$ cat src/rtl/kmsd_pkg.sv
// Shared types and constants of the keyboard macro stream decoder.
package kmsd_pkg;

    localparam int QUEUE_DEPTH_DEF = 4;

    localparam logic [7:0] CHAR_ZERO    = 8'd48;
    localparam logic [7:0] CHAR_NINE    = 8'd57;
    localparam logic [3:0] DECIMAL_BASE = 4'd10;

    localparam logic [2:0] CFG_MACRO_COUNT  = 3'd0;
    localparam logic [2:0] CFG_BUFFER_SIZE  = 3'd1;
    localparam logic [2:0] CFG_SETTLE_DELAY = 3'd2;
    localparam logic [2:0] CFG_PREFIX_BYTE  = 3'd3;
    localparam logic [2:0] CFG_TAP_BYTE     = 3'd4;
    localparam logic [2:0] CFG_PRESS_BYTE   = 3'd5;
    localparam logic [2:0] CFG_RELEASE_BYTE = 3'd6;
    localparam logic [2:0] CFG_WAIT_BYTE    = 3'd7;

    typedef struct packed {
        logic [7:0]  macro_count;
        logic [15:0] buffer_size;
        logic [15:0] settle_delay;
        logic [7:0]  prefix_byte;
        logic [7:0]  tap_byte;
        logic [7:0]  press_byte;
        logic [7:0]  release_byte;
        logic [7:0]  wait_byte;
    } cfg_t;

    typedef struct packed {
        logic [2:0]  kind;
        logic [15:0] value;
    } event_t;

    typedef struct packed {
        logic [1:0]       count;
        event_t [2:0]     ev;
    } bundle_t;

endpackage

$ cat src/rtl/kmsd_front.sv
// Front end: accepts items, runs the parse state machine and builds event bundles.
module kmsd_front
    import kmsd_pkg::*;
(
    input  logic        aclk,
    input  logic        aresetn,
    input  cfg_t        cfg,
    input  logic        item_valid,
    input  logic        item_ready,
    input  logic        opcode,
    input  logic [7:0]  macro_number,
    input  logic [7:0]  data_byte,
    output logic        push,
    output bundle_t     bundle
);

    localparam logic [2:0] PH_IDLE  = 3'd0;
    localparam logic [2:0] PH_SKIP  = 3'd1;
    localparam logic [2:0] PH_PLAY  = 3'd2;
    localparam logic [2:0] PH_CMD   = 3'd3;
    localparam logic [2:0] PH_KEY   = 3'd4;
    localparam logic [2:0] PH_DELAY = 3'd5;

    localparam logic [2:0] EV_DELAY  = 3'd3;
    localparam logic [2:0] EV_SETTLE = 3'd4;
    localparam logic [2:0] EV_CHAR   = 3'd5;
    localparam logic [2:0] EV_DONE   = 3'd6;
    localparam logic [2:0] EV_ABORT  = 3'd7;

    localparam logic [1:0] CMD_TAP     = 2'd0;
    localparam logic [1:0] CMD_PRESS   = 2'd1;
    localparam logic [1:0] CMD_RELEASE = 2'd2;

    logic [2:0]  phase_reg, phase_next;
    logic [15:0] offset_reg, offset_next;
    logic [7:0]  skip_reg, skip_next;
    logic [1:0]  pend_reg, pend_next;
    logic [15:0] acc_reg, acc_next;

    logic        accept;
    logic [15:0] offset_inc;
    logic        at_end;
    logic        is_digit;
    logic [15:0] acc_step;
    logic [15:0] acc_prod;

    assign accept     = item_valid && item_ready;
    assign offset_inc = offset_reg + 16'd1;
    assign at_end     = offset_inc >= cfg.buffer_size;
    assign is_digit   = (data_byte >= CHAR_ZERO) && (data_byte <= CHAR_NINE);
    assign acc_prod   = acc_reg * {12'd0, DECIMAL_BASE};
    assign acc_step   = acc_prod + {8'd0, data_byte - CHAR_ZERO};

    always_comb begin
        logic [1:0] n;
        logic       check_end;
        n           = 2'd0;
        check_end   = 1'b0;
        phase_next  = phase_reg;
        offset_next = offset_reg;
        skip_next   = skip_reg;
        pend_next   = pend_reg;
        acc_next    = acc_reg;
        bundle      = '0;
        if (opcode == 1'b0) begin
            if (macro_number >= cfg.macro_count || cfg.buffer_size == 16'd0
                    || data_byte != 8'd0) begin
                bundle.ev[n] = '{kind: EV_ABORT, value: 16'd0};
                n = n + 2'd1;
                phase_next = PH_IDLE;
            end else begin
                offset_next = 16'd0;
                skip_next   = macro_number;
                pend_next   = CMD_TAP;
                acc_next    = 16'd0;
                phase_next  = (macro_number != 8'd0) ? PH_SKIP : PH_PLAY;
            end
        end else if (phase_reg != PH_IDLE) begin
            check_end   = 1'b1;
            offset_next = offset_inc;
            unique case (phase_reg)
                PH_SKIP: begin
                    if (data_byte == 8'd0) begin
                        skip_next = skip_reg - 8'd1;
                        if (skip_reg == 8'd1) begin
                            phase_next = PH_PLAY;
                        end
                    end
                end
                PH_PLAY: begin
                    if (data_byte == 8'd0) begin
                        bundle.ev[n] = '{kind: EV_DONE, value: 16'd0};
                        n = n + 2'd1;
                        phase_next = PH_IDLE;
                        check_end  = 1'b0;
                    end else if (data_byte == cfg.prefix_byte) begin
                        phase_next = PH_CMD;
                    end else begin
                        bundle.ev[n] = '{kind: EV_CHAR, value: {8'd0, data_byte}};
                        n = n + 2'd1;
                    end
                end
                PH_CMD: begin
                    priority if (data_byte == cfg.tap_byte) begin
                        pend_next  = CMD_TAP;
                        phase_next = PH_KEY;
                    end else if (data_byte == cfg.press_byte) begin
                        pend_next  = CMD_PRESS;
                        phase_next = PH_KEY;
                    end else if (data_byte == cfg.release_byte) begin
                        pend_next  = CMD_RELEASE;
                        phase_next = PH_KEY;
                    end else if (data_byte == cfg.wait_byte) begin
                        acc_next   = 16'd0;
                        phase_next = PH_DELAY;
                        if (at_end) begin
                            bundle.ev[n] = '{kind: EV_DELAY, value: 16'd0};
                            n = n + 2'd1;
                            bundle.ev[n] = '{kind: EV_SETTLE, value: cfg.settle_delay};
                            n = n + 2'd1;
                        end
                    end else begin
                        bundle.ev[n] = '{kind: EV_SETTLE, value: cfg.settle_delay};
                        n = n + 2'd1;
                        if (data_byte == 8'd0) begin
                            bundle.ev[n] = '{kind: EV_DONE, value: 16'd0};
                            n = n + 2'd1;
                            phase_next = PH_IDLE;
                            check_end  = 1'b0;
                        end else begin
                            phase_next = PH_PLAY;
                        end
                    end
                end
                PH_KEY: begin
                    bundle.ev[n] = '{kind: {1'b0, pend_reg}, value: {8'd0, data_byte}};
                    n = n + 2'd1;
                    bundle.ev[n] = '{kind: EV_SETTLE, value: cfg.settle_delay};
                    n = n + 2'd1;
                    phase_next = PH_PLAY;
                end
                PH_DELAY: begin
                    if (is_digit) begin
                        acc_next = acc_step;
                        if (at_end) begin
                            bundle.ev[n] = '{kind: EV_DELAY, value: acc_step};
                            n = n + 2'd1;
                            bundle.ev[n] = '{kind: EV_SETTLE, value: cfg.settle_delay};
                            n = n + 2'd1;
                        end
                    end else begin
                        bundle.ev[n] = '{kind: EV_DELAY, value: acc_reg};
                        n = n + 2'd1;
                        bundle.ev[n] = '{kind: EV_SETTLE, value: cfg.settle_delay};
                        n = n + 2'd1;
                        if (data_byte == 8'd0) begin
                            bundle.ev[n] = '{kind: EV_DONE, value: 16'd0};
                            n = n + 2'd1;
                            phase_next = PH_IDLE;
                            check_end  = 1'b0;
                        end else begin
                            phase_next = PH_PLAY;
                        end
                    end
                end
                default: begin
                    phase_next = PH_IDLE;
                    check_end  = 1'b0;
                end
            endcase
            if (check_end && phase_next != PH_IDLE && at_end) begin
                bundle.ev[n] = '{kind: EV_DONE, value: 16'd0};
                n = n + 2'd1;
                phase_next = PH_IDLE;
            end
        end
        bundle.count = n;
    end

    assign push = accept && (bundle.count != 2'd0);

    always_ff @(posedge aclk) begin
        if (!aresetn) begin
            phase_reg  <= PH_IDLE;
            offset_reg <= 16'd0;
            skip_reg   <= 8'd0;
            pend_reg   <= CMD_TAP;
            acc_reg    <= 16'd0;
        end else if (accept) begin
            phase_reg  <= phase_next;
            offset_reg <= offset_next;
            skip_reg   <= skip_next;
            pend_reg   <= pend_next;
            acc_reg    <= acc_next;
        end
    end

endmodule

$ cat src/rtl/kmsd_queue.sv
// Short bundle queue between the front end and the back end.
module kmsd_queue
    import kmsd_pkg::*;
#(
    parameter int DEPTH = QUEUE_DEPTH_DEF
) (
    input  logic    aclk,
    input  logic    aresetn,
    input  logic    push,
    input  bundle_t push_data,
    input  logic    pop,
    output bundle_t head_data,
    output logic    full,
    output logic    empty
);

    localparam int PTR_W = (DEPTH > 1) ? $clog2(DEPTH) : 1;
    localparam int CNT_W = $clog2(DEPTH + 1);
    localparam logic [PTR_W-1:0] LAST_PTR = PTR_W'(DEPTH - 1);
    localparam logic [CNT_W-1:0] FULL_CNT = CNT_W'(DEPTH);

    bundle_t          slots_reg [DEPTH];
    logic [PTR_W-1:0] wr_ptr_reg, wr_ptr_next;
    logic [PTR_W-1:0] rd_ptr_reg, rd_ptr_next;
    logic [CNT_W-1:0] count_reg, count_next;
    logic             do_push, do_pop;

    assign full      = count_reg == FULL_CNT;
    assign empty     = count_reg == '0;
    assign do_push   = push && !full;
    assign do_pop    = pop && !empty;
    assign head_data = slots_reg[rd_ptr_reg];

    always_comb begin
        wr_ptr_next = wr_ptr_reg;
        rd_ptr_next = rd_ptr_reg;
        count_next  = count_reg;
        if (do_push) begin
            wr_ptr_next = (wr_ptr_reg == LAST_PTR) ? '0 : wr_ptr_reg + PTR_W'(1);
        end
        if (do_pop) begin
            rd_ptr_next = (rd_ptr_reg == LAST_PTR) ? '0 : rd_ptr_reg + PTR_W'(1);
        end
        if (do_push && !do_pop) begin
            count_next = count_reg + CNT_W'(1);
        end else if (do_pop && !do_push) begin
            count_next = count_reg - CNT_W'(1);
        end
    end

    always_ff @(posedge aclk) begin
        if (!aresetn) begin
            wr_ptr_reg <= '0;
            rd_ptr_reg <= '0;
            count_reg  <= '0;
        end else begin
            wr_ptr_reg <= wr_ptr_next;
            rd_ptr_reg <= rd_ptr_next;
            count_reg  <= count_next;
        end
    end

    always_ff @(posedge aclk) begin
        if (do_push) begin
            slots_reg[wr_ptr_reg] <= push_data;
        end
    end

endmodule

$ cat src/rtl/kmsd_back.sv
// Back end: unpacks queued bundles into single result items in an output register.
module kmsd_back
    import kmsd_pkg::*;
(
    input  logic        aclk,
    input  logic        aresetn,
    input  bundle_t     head_data,
    input  logic        head_empty,
    output logic        pop,
    output logic        m_valid,
    input  logic        m_ready,
    output logic [2:0]  m_event_kind,
    output logic [15:0] m_event_value,
    output logic        m_last_event
);

    logic        valid_reg, valid_next;
    logic [1:0]  idx_reg, idx_next;
    logic [2:0]  kind_reg;
    logic [15:0] value_reg;
    logic        last_reg;
    logic        load;
    logic        is_last;
    event_t      cur_ev;

    assign load    = !valid_reg || m_ready;
    assign cur_ev  = head_data.ev[idx_reg];
    assign is_last = idx_reg == (head_data.count - 2'd1);
    assign pop     = load && !head_empty && is_last;

    always_comb begin
        valid_next = valid_reg;
        idx_next   = idx_reg;
        if (load) begin
            valid_next = !head_empty;
            if (!head_empty) begin
                idx_next = is_last ? 2'd0 : idx_reg + 2'd1;
            end
        end
    end

    always_ff @(posedge aclk) begin
        if (!aresetn) begin
            valid_reg <= 1'b0;
            idx_reg   <= 2'd0;
        end else begin
            valid_reg <= valid_next;
            idx_reg   <= idx_next;
        end
    end

    always_ff @(posedge aclk) begin
        if (load && !head_empty) begin
            kind_reg  <= cur_ev.kind;
            value_reg <= cur_ev.value;
            last_reg  <= is_last;
        end
    end

    assign m_valid       = valid_reg;
    assign m_event_kind  = kind_reg;
    assign m_event_value = value_reg;
    assign m_last_event  = last_reg;

endmodule

$ cat src/rtl/keyboard_macro_stream_decoder.sv
// Top level of the keyboard macro stream decoder: registers, front end, queue, back end.
//
//   Channel  Ports                                        Role
//   s_       s_valid s_ready s_opcode s_macro_number ...  input items (start or buffer byte)
//   m_       m_valid m_ready m_event_kind m_event_value   result items, m_last_event marks end
//   cfg_     cfg_wr_en cfg_index cfg_data                 register writes, no wait
//
// An input item is taken while s_ready is high; its zero to three results pass the bundle
// queue and leave the output register one per cycle while m_ready is high. With m_ready
// high, the sustained input rate is one item per cycle while items cause at most one
// result each; items with more results are paced by the back end's one-result-per-cycle
// unpacking. Reset clears the parse state, the queue and the output valid flag; registers
// take defaults. The input stalls only while the bundle queue is full.
module keyboard_macro_stream_decoder
    import kmsd_pkg::*;
#(
    parameter int QUEUE_DEPTH = QUEUE_DEPTH_DEF
) (
    input  logic        aclk,
    input  logic        aresetn,
    input  logic        s_valid,
    output logic        s_ready,
    input  logic        s_opcode,
    input  logic [7:0]  s_macro_number,
    input  logic [7:0]  s_data_byte,
    output logic        m_valid,
    input  logic        m_ready,
    output logic [2:0]  m_event_kind,
    output logic [15:0] m_event_value,
    output logic        m_last_event,
    input  logic        cfg_wr_en,
    input  logic [2:0]  cfg_index,
    input  logic [15:0] cfg_data
);

    cfg_t       cfg_reg;
    bundle_t    push_bundle;
    bundle_t    head_bundle;
    logic       q_push;
    logic       q_pop;
    logic       q_full;
    logic       q_empty;

    always_ff @(posedge aclk) begin
        if (!aresetn) begin
            cfg_reg.macro_count  <= 8'd16;
            cfg_reg.buffer_size  <= 16'd1024;
            cfg_reg.settle_delay <= 16'd0;
            cfg_reg.prefix_byte  <= 8'd1;
            cfg_reg.tap_byte     <= 8'd1;
            cfg_reg.press_byte   <= 8'd2;
            cfg_reg.release_byte <= 8'd3;
            cfg_reg.wait_byte    <= 8'd4;
        end else if (cfg_wr_en) begin
            unique case (cfg_index)
                CFG_MACRO_COUNT:  cfg_reg.macro_count  <= cfg_data[7:0];
                CFG_BUFFER_SIZE:  cfg_reg.buffer_size  <= cfg_data;
                CFG_SETTLE_DELAY: cfg_reg.settle_delay <= cfg_data;
                CFG_PREFIX_BYTE:  cfg_reg.prefix_byte  <= cfg_data[7:0];
                CFG_TAP_BYTE:     cfg_reg.tap_byte     <= cfg_data[7:0];
                CFG_PRESS_BYTE:   cfg_reg.press_byte   <= cfg_data[7:0];
                CFG_RELEASE_BYTE: cfg_reg.release_byte <= cfg_data[7:0];
                CFG_WAIT_BYTE:    cfg_reg.wait_byte    <= cfg_data[7:0];
                default:          cfg_reg.wait_byte    <= cfg_reg.wait_byte;
            endcase
        end
    end

    assign s_ready = !q_full;

    kmsd_front u_front (
        .aclk         (aclk),
        .aresetn      (aresetn),
        .cfg          (cfg_reg),
        .item_valid   (s_valid),
        .item_ready   (s_ready),
        .opcode       (s_opcode),
        .macro_number (s_macro_number),
        .data_byte    (s_data_byte),
        .push         (q_push),
        .bundle       (push_bundle)
    );

    kmsd_queue #(
        .DEPTH (QUEUE_DEPTH)
    ) u_queue (
        .aclk      (aclk),
        .aresetn   (aresetn),
        .push      (q_push),
        .push_data (push_bundle),
        .pop       (q_pop),
        .head_data (head_bundle),
        .full      (q_full),
        .empty     (q_empty)
    );

    kmsd_back u_back (
        .aclk          (aclk),
        .aresetn       (aresetn),
        .head_data     (head_bundle),
        .head_empty    (q_empty),
        .pop           (q_pop),
        .m_valid       (m_valid),
        .m_ready       (m_ready),
        .m_event_kind  (m_event_kind),
        .m_event_value (m_event_value),
        .m_last_event  (m_last_event)
    );

endmodule

$ cat config.mk
export PLATFORM = sky130hd
export DESIGN_NAME = keyboard_macro_stream_decoder
export DESIGN_NICKNAME = d
export VERILOG_FILES = /design/src/rtl/kmsd_pkg.sv /design/src/rtl/kmsd_front.sv /design/src/rtl/kmsd_queue.sv /design/src/rtl/kmsd_back.sv /design/src/rtl/keyboard_macro_stream_decoder.sv
export SDC_FILE = /design/constraint.sdc
export NUM_CORES = 1
export LEC_CHECK = 0
export BUFFER_PORTS_ARGS = -buffer_cell sky130_fd_sc_hd__buf_2
export CAP_MARGIN = 10
export CELL_PAD_IN_SITES_DETAIL_PLACEMENT = 2
export CELL_PAD_IN_SITES_GLOBAL_PLACEMENT = 2
export CORE_MARGIN = 3
export CORE_UTILIZATION = 47
export CTS_BUF_LIST = sky130_fd_sc_hd__clkbuf_4
export CTS_CLUSTER_SIZE = 10
export DETAILED_ROUTE_END_ITERATION = 8
export PLACE_DENSITY_LB_ADDON = 0.1
export SLEW_MARGIN = 10
export SYNTH_ARGS = -nofsm -noshare
export SYNTH_HDL_FRONTEND = slang
export SYNTH_SLANG_ARGS = --single-unit
$ cat constraint.sdc
create_clock -name aclk -period 8.6 [get_ports aclk]
set_input_delay 0.86 -clock aclk [delete_from_list [all_inputs] [get_ports aclk]]
set_output_delay 0.86 -clock aclk [all_outputs]
set_load 0.02 [all_outputs]
==> key figures <==
Status
  • Status: complete, no violations

Clocking
  • CTS Buf Count: 87
  • Worst-skew pair later-pin latency: 0.80 ns
  • CTS sink cnt: 317
  • CTS Buffer Depth: 3
  • Clock H-tree levels: 3
  • CTS tree: done
  • Post-CTS Resized: 0
  • CTS root buf: clkbuf_4
  • Clock-pin slew of the registers on the worst-case setup and hold paths: 0.10 ns
  • Hold buffer count at CTS: 0
  • Post-CTS setup buffers: 0

Logic synthesis
  • Netlist Area Pre-Place: 15,820 sq um
  • Post-Synthesis Cells: 1,446
  • Sequential share of the synthesized area: 51.52%
  • Yosys warns: 0
  • Top post-synthesis cells by count: 227 x nand2_1, 180 x edfxtp_1, 137 x dfxtp_1
  • Synth top area cells: edfxtp_1 34%, dfxtp_1 17%, mux4_2 5.4%
  • Asr flop ratio synth: 0%
  • Leading area contributor after synthesis: edfxtp_1
  • Main synth FF type: edfxtp_1
  • Synth Area per Inst: 10.94 sq um
  • Syn nets: 1,558
  • Synth top area share: 34.18%
  • Count leader, synth: nand2_1
  • Synthesized flop and latch total: 317
  • Synth cell types: 77
  • Count of flip-flops with a built-in enable after synthesis: 180

Power
  • Combinational fraction of design power: 18.1%
  • Pwr dens: 229.9 nW/um^2
  • Sequential Power Share: 44.4%
  • Final Total Pwr: 4.051 mW
  • Net switching power: 1.284 mW
  • LEAKAGE: 6.473 nW
  • Int Power: 2.767 mW
  • Switching share of total power: 31.70%
  • Peak VDD IR: 0.1245 mV
  • Clock Power Share: 37.5%

Drt
  • DR vias/cell: 6.227
  • Routed len/inst: 29.97 um
  • Post-DRT Antenna Nets: 0
  • Drt initial violations: 1,076
  • Total iterations of the first detailed-routing run: 6
  • Drt drc: 0
  • Post-Route WL: 61,170 um
  • Vias post-DR: 12,710

STA
  • Fmax: 165.3 MHz
  • Final TNS setup: 0 ns
  • Worst-margin pin slew: 1.255 ns
  • Worst setup margin: 2.550 ns
  • Final Hold Fails: 0
  • Min Hold Slack: 0.3438 ns
  • Final period util: 70.35%
  • Clk_skew: 0.05654 ns
  • Fin crit period: 6.050 ns
  • Slew headroom: 16.35%
  • RSZ-0062 raised after global routing: false
  • Slew Limit Fails: 0
  • Final setup vio count: 0

Global routing
  • Met3 Use GR: 6.925%
  • Met1 usage: 39.11%
  • Vias in the first global route: 14,410
  • First-pass GRT wire length: 92,530 um
  • Largest net degree at the start of global routing: 88
  • Overflow after GRT: 0
  • Met2 Track Usage GR: 60.56%
  • Initial antenna violation count: 7
  • Most used routing layer in global routing: met2
  • Total GRT Usage: 34.44%

Floorplan
  • Starting Density: 48.12%
  • Die Wd: 189.4 um
  • Row cnt: 66
  • Core ar.: 32,870 sq um
  • I/O Pins: 63
  • Die H: 189.4 um
  • Die area: 35,890 sq um

Setup path
  • CP peak stage delay: 0.45 ns
  • Critical path data arrival time: 6.75 ns
  • CP max-delay cell: o21ai_0
  • Worst Path Required: 9.30 ns
  • Most frequent CP cell: ha_1
  • WP depth: 20
  • Worst reg-to-reg path cell count: 20
  • Crit path from: u_front.offset_reg[0]$_SDFFE_PN0P_
  • Reg2reg start: u_front.offset_reg[0]$_SDFFE_PN0P_
  • Sum of buffers and inverters on the critical path: 1
  • Worst R2R Setup Slack: 2.55 ns
  • FF-to-FF End: u_queue.count_reg[2]$_SDFFE_PN0P_
  • CP top delay family: compound AO/OA/AOI/OAI gates
  • Worst-path maximum fanout: 7
  • CP Launch Type: flop
  • CP cell instances: ha_1 > and3_1 > and3_1 > xor2_1 > ha_1 > and4_1 > a221o_1 > o21ai_0 > o211ai_1 > a21oi_1 > ha_1 > a21oi_1 > o21a_1 > o21ba_1 > ha_1 > inv_1 > fa_1 > xor2_1 > or3_1 > a21boi_0
  • Worst Setup Path Type: flop to flop
  • CP Capture Type: flop
  • Critical Path Sink: u_queue.count_reg[2]$_SDFFE_PN0P_

Flow run
  • Max_cap viols: 0

Placement
  • Placement Setup Slack: 2.782 ns
  • Port buffer count: 62
  • DP HPWL: 37,150 um
  • RD Place Congestion: 0.8483

Layout
  • Fill cell count: 3,310
  • Largest register FFs: 160
  • Core Util, Final: 53.61%
  • Final #Nets: 1,642
  • Area Overhead vs Synth: 11.41%
  • Layout cell share with drive strength beyond 1: 18.06%

Worst hold path
  • Hold Crit Class: input port to flop
worst min-delay path: stages:
cell	delay (ns)
buf_2	0.12
nand2_1	0.06
a21boi_0	0.07
stage by stage:
| stage | area [sq um] | cells |
|---|---|---|
| after floorplan | 15820 | 1446 |
| after global placement | 16450 | 1883 |
| after detailed placement | 16450 | 1883 |
| after CTS | 17610 | 2037 |
| after global routing | 17620 | 2041 |
| final | 17620 | 2041 |
worst min-delay path by stage:
stage                                           startpoint                          endpoint  slack, ns  cells after the start
after floorplan           u_front.acc_reg[15]$_SDFFE_PN0P_  u_front.acc_reg[15]$_SDFFE_PN0P_       0.43                      2
after global placement    u_front.acc_reg[15]$_SDFFE_PN0P_  u_front.acc_reg[15]$_SDFFE_PN0P_       0.44                      2
after detailed placement          cfg_reg[78]$_SDFFE_PN0P_          cfg_reg[78]$_SDFFE_PN0P_       0.46                      2
after CTS                                     cfg_data[13]          cfg_reg[53]$_SDFFE_PN0P_       0.29                      3
after global routing                          cfg_data[13]          cfg_reg[53]$_SDFFE_PN0P_       0.33                      3
final                                         cfg_data[13]          cfg_reg[53]$_SDFFE_PN0P_       0.34                      3
placed cells by master, fill, tap and decap left out, drive strengths merged, types with 3 or more instances in the layout:
master / netlist / layout
xor2: 24 / 24
a21o: 16 / 16
nand3: 35 / 35
nor3: 14 / 14
nor2: 81 / 81
edfxtp: 180 / 180
a222oi: 12 / 12
nand3b: 3 / 3
nand2b: 14 / 14
o21ai: 48 / 48
fa: 3 / 3
o221a: 7 / 7
nor2b: 42 / 42
a22oi: 25 / 25
a22o: 4 / 4
nand4: 14 / 14
buf: 23 / 73
xnor2: 55 / 55
nand2: 227 / 227
ha: 68 / 68
a211oi: 4 / 4
a21oi: 35 / 35
mux4: 38 / 38
a31o: 6 / 6
nor3b: 4 / 4
o21a: 6 / 6
a21boi: 83 / 83
a31oi: 4 / 4
and2: 32 / 32
diode: 0 / 4
nor4: 12 / 12
clkbuf: 55 / 143
clkinv: 0 / 8
o211ai: 6 / 6
inv: 44 / 44
a2111oi: 3 / 3
mux2i: 26 / 26
or3: 9 / 9
dfxtp: 137 / 137
and3: 14 / 14
layer usage:
layer / vias to the layer above / part of all wire [%]
li1: 5454 / -
met1: 6464 / 38
met2: 562 / 51
met3: 225 / 5.5
met4: 4 / 6.1
met5: - / 0.038
power groups by stage:
stage	clock [mW]	combinational, mW	sequential (mW)
after floorplan	0	0.413	1.86
after detailed placement	0	0.703	1.83
final	1.52	0.732	1.80
after global routing	1.61	0.783	1.81
after global placement	0	0.651	1.80
after CTS	1.53	0.734	1.80
layout make-up:
cell class | count | area [sq um] | share of cell area [%]
multi-input combinational | 1007 | 7189 | 40.80
inverter | 44 | 165.2 | 0.9374
timing repair buffer | 73 | 395.4 | 2.244
antenna | 4 | 10.01 | 0.05681
clock inverter | 11 | 82.58 | 0.4687
sequential | 317 | 8150 | 46.26
clock buffer | 143 | 1074 | 6.093
tap | 442 | 553.0 | 3.139
kinds of logic (layout without fill, tap and decap cells):
kind of cell / after synthesis / in the layout / share of synthesized area, %
xor gates and xnor gates: 80 / 80 / 4.517
adders and majority gates: 71 / 71 / 5.760
AOI/OAI and AO/OA: 281 / 281 / 12.70
other: 0 / 4 / 0
muxes: 65 / 65 / 7.128
DFF: 317 / 317 / 51.52
buffers and inverters: 122 / 271 / 3.093
and+or+nand+nor: 510 / 510 / 15.28
No activity file was read; power rests on OpenSTA's default activity.
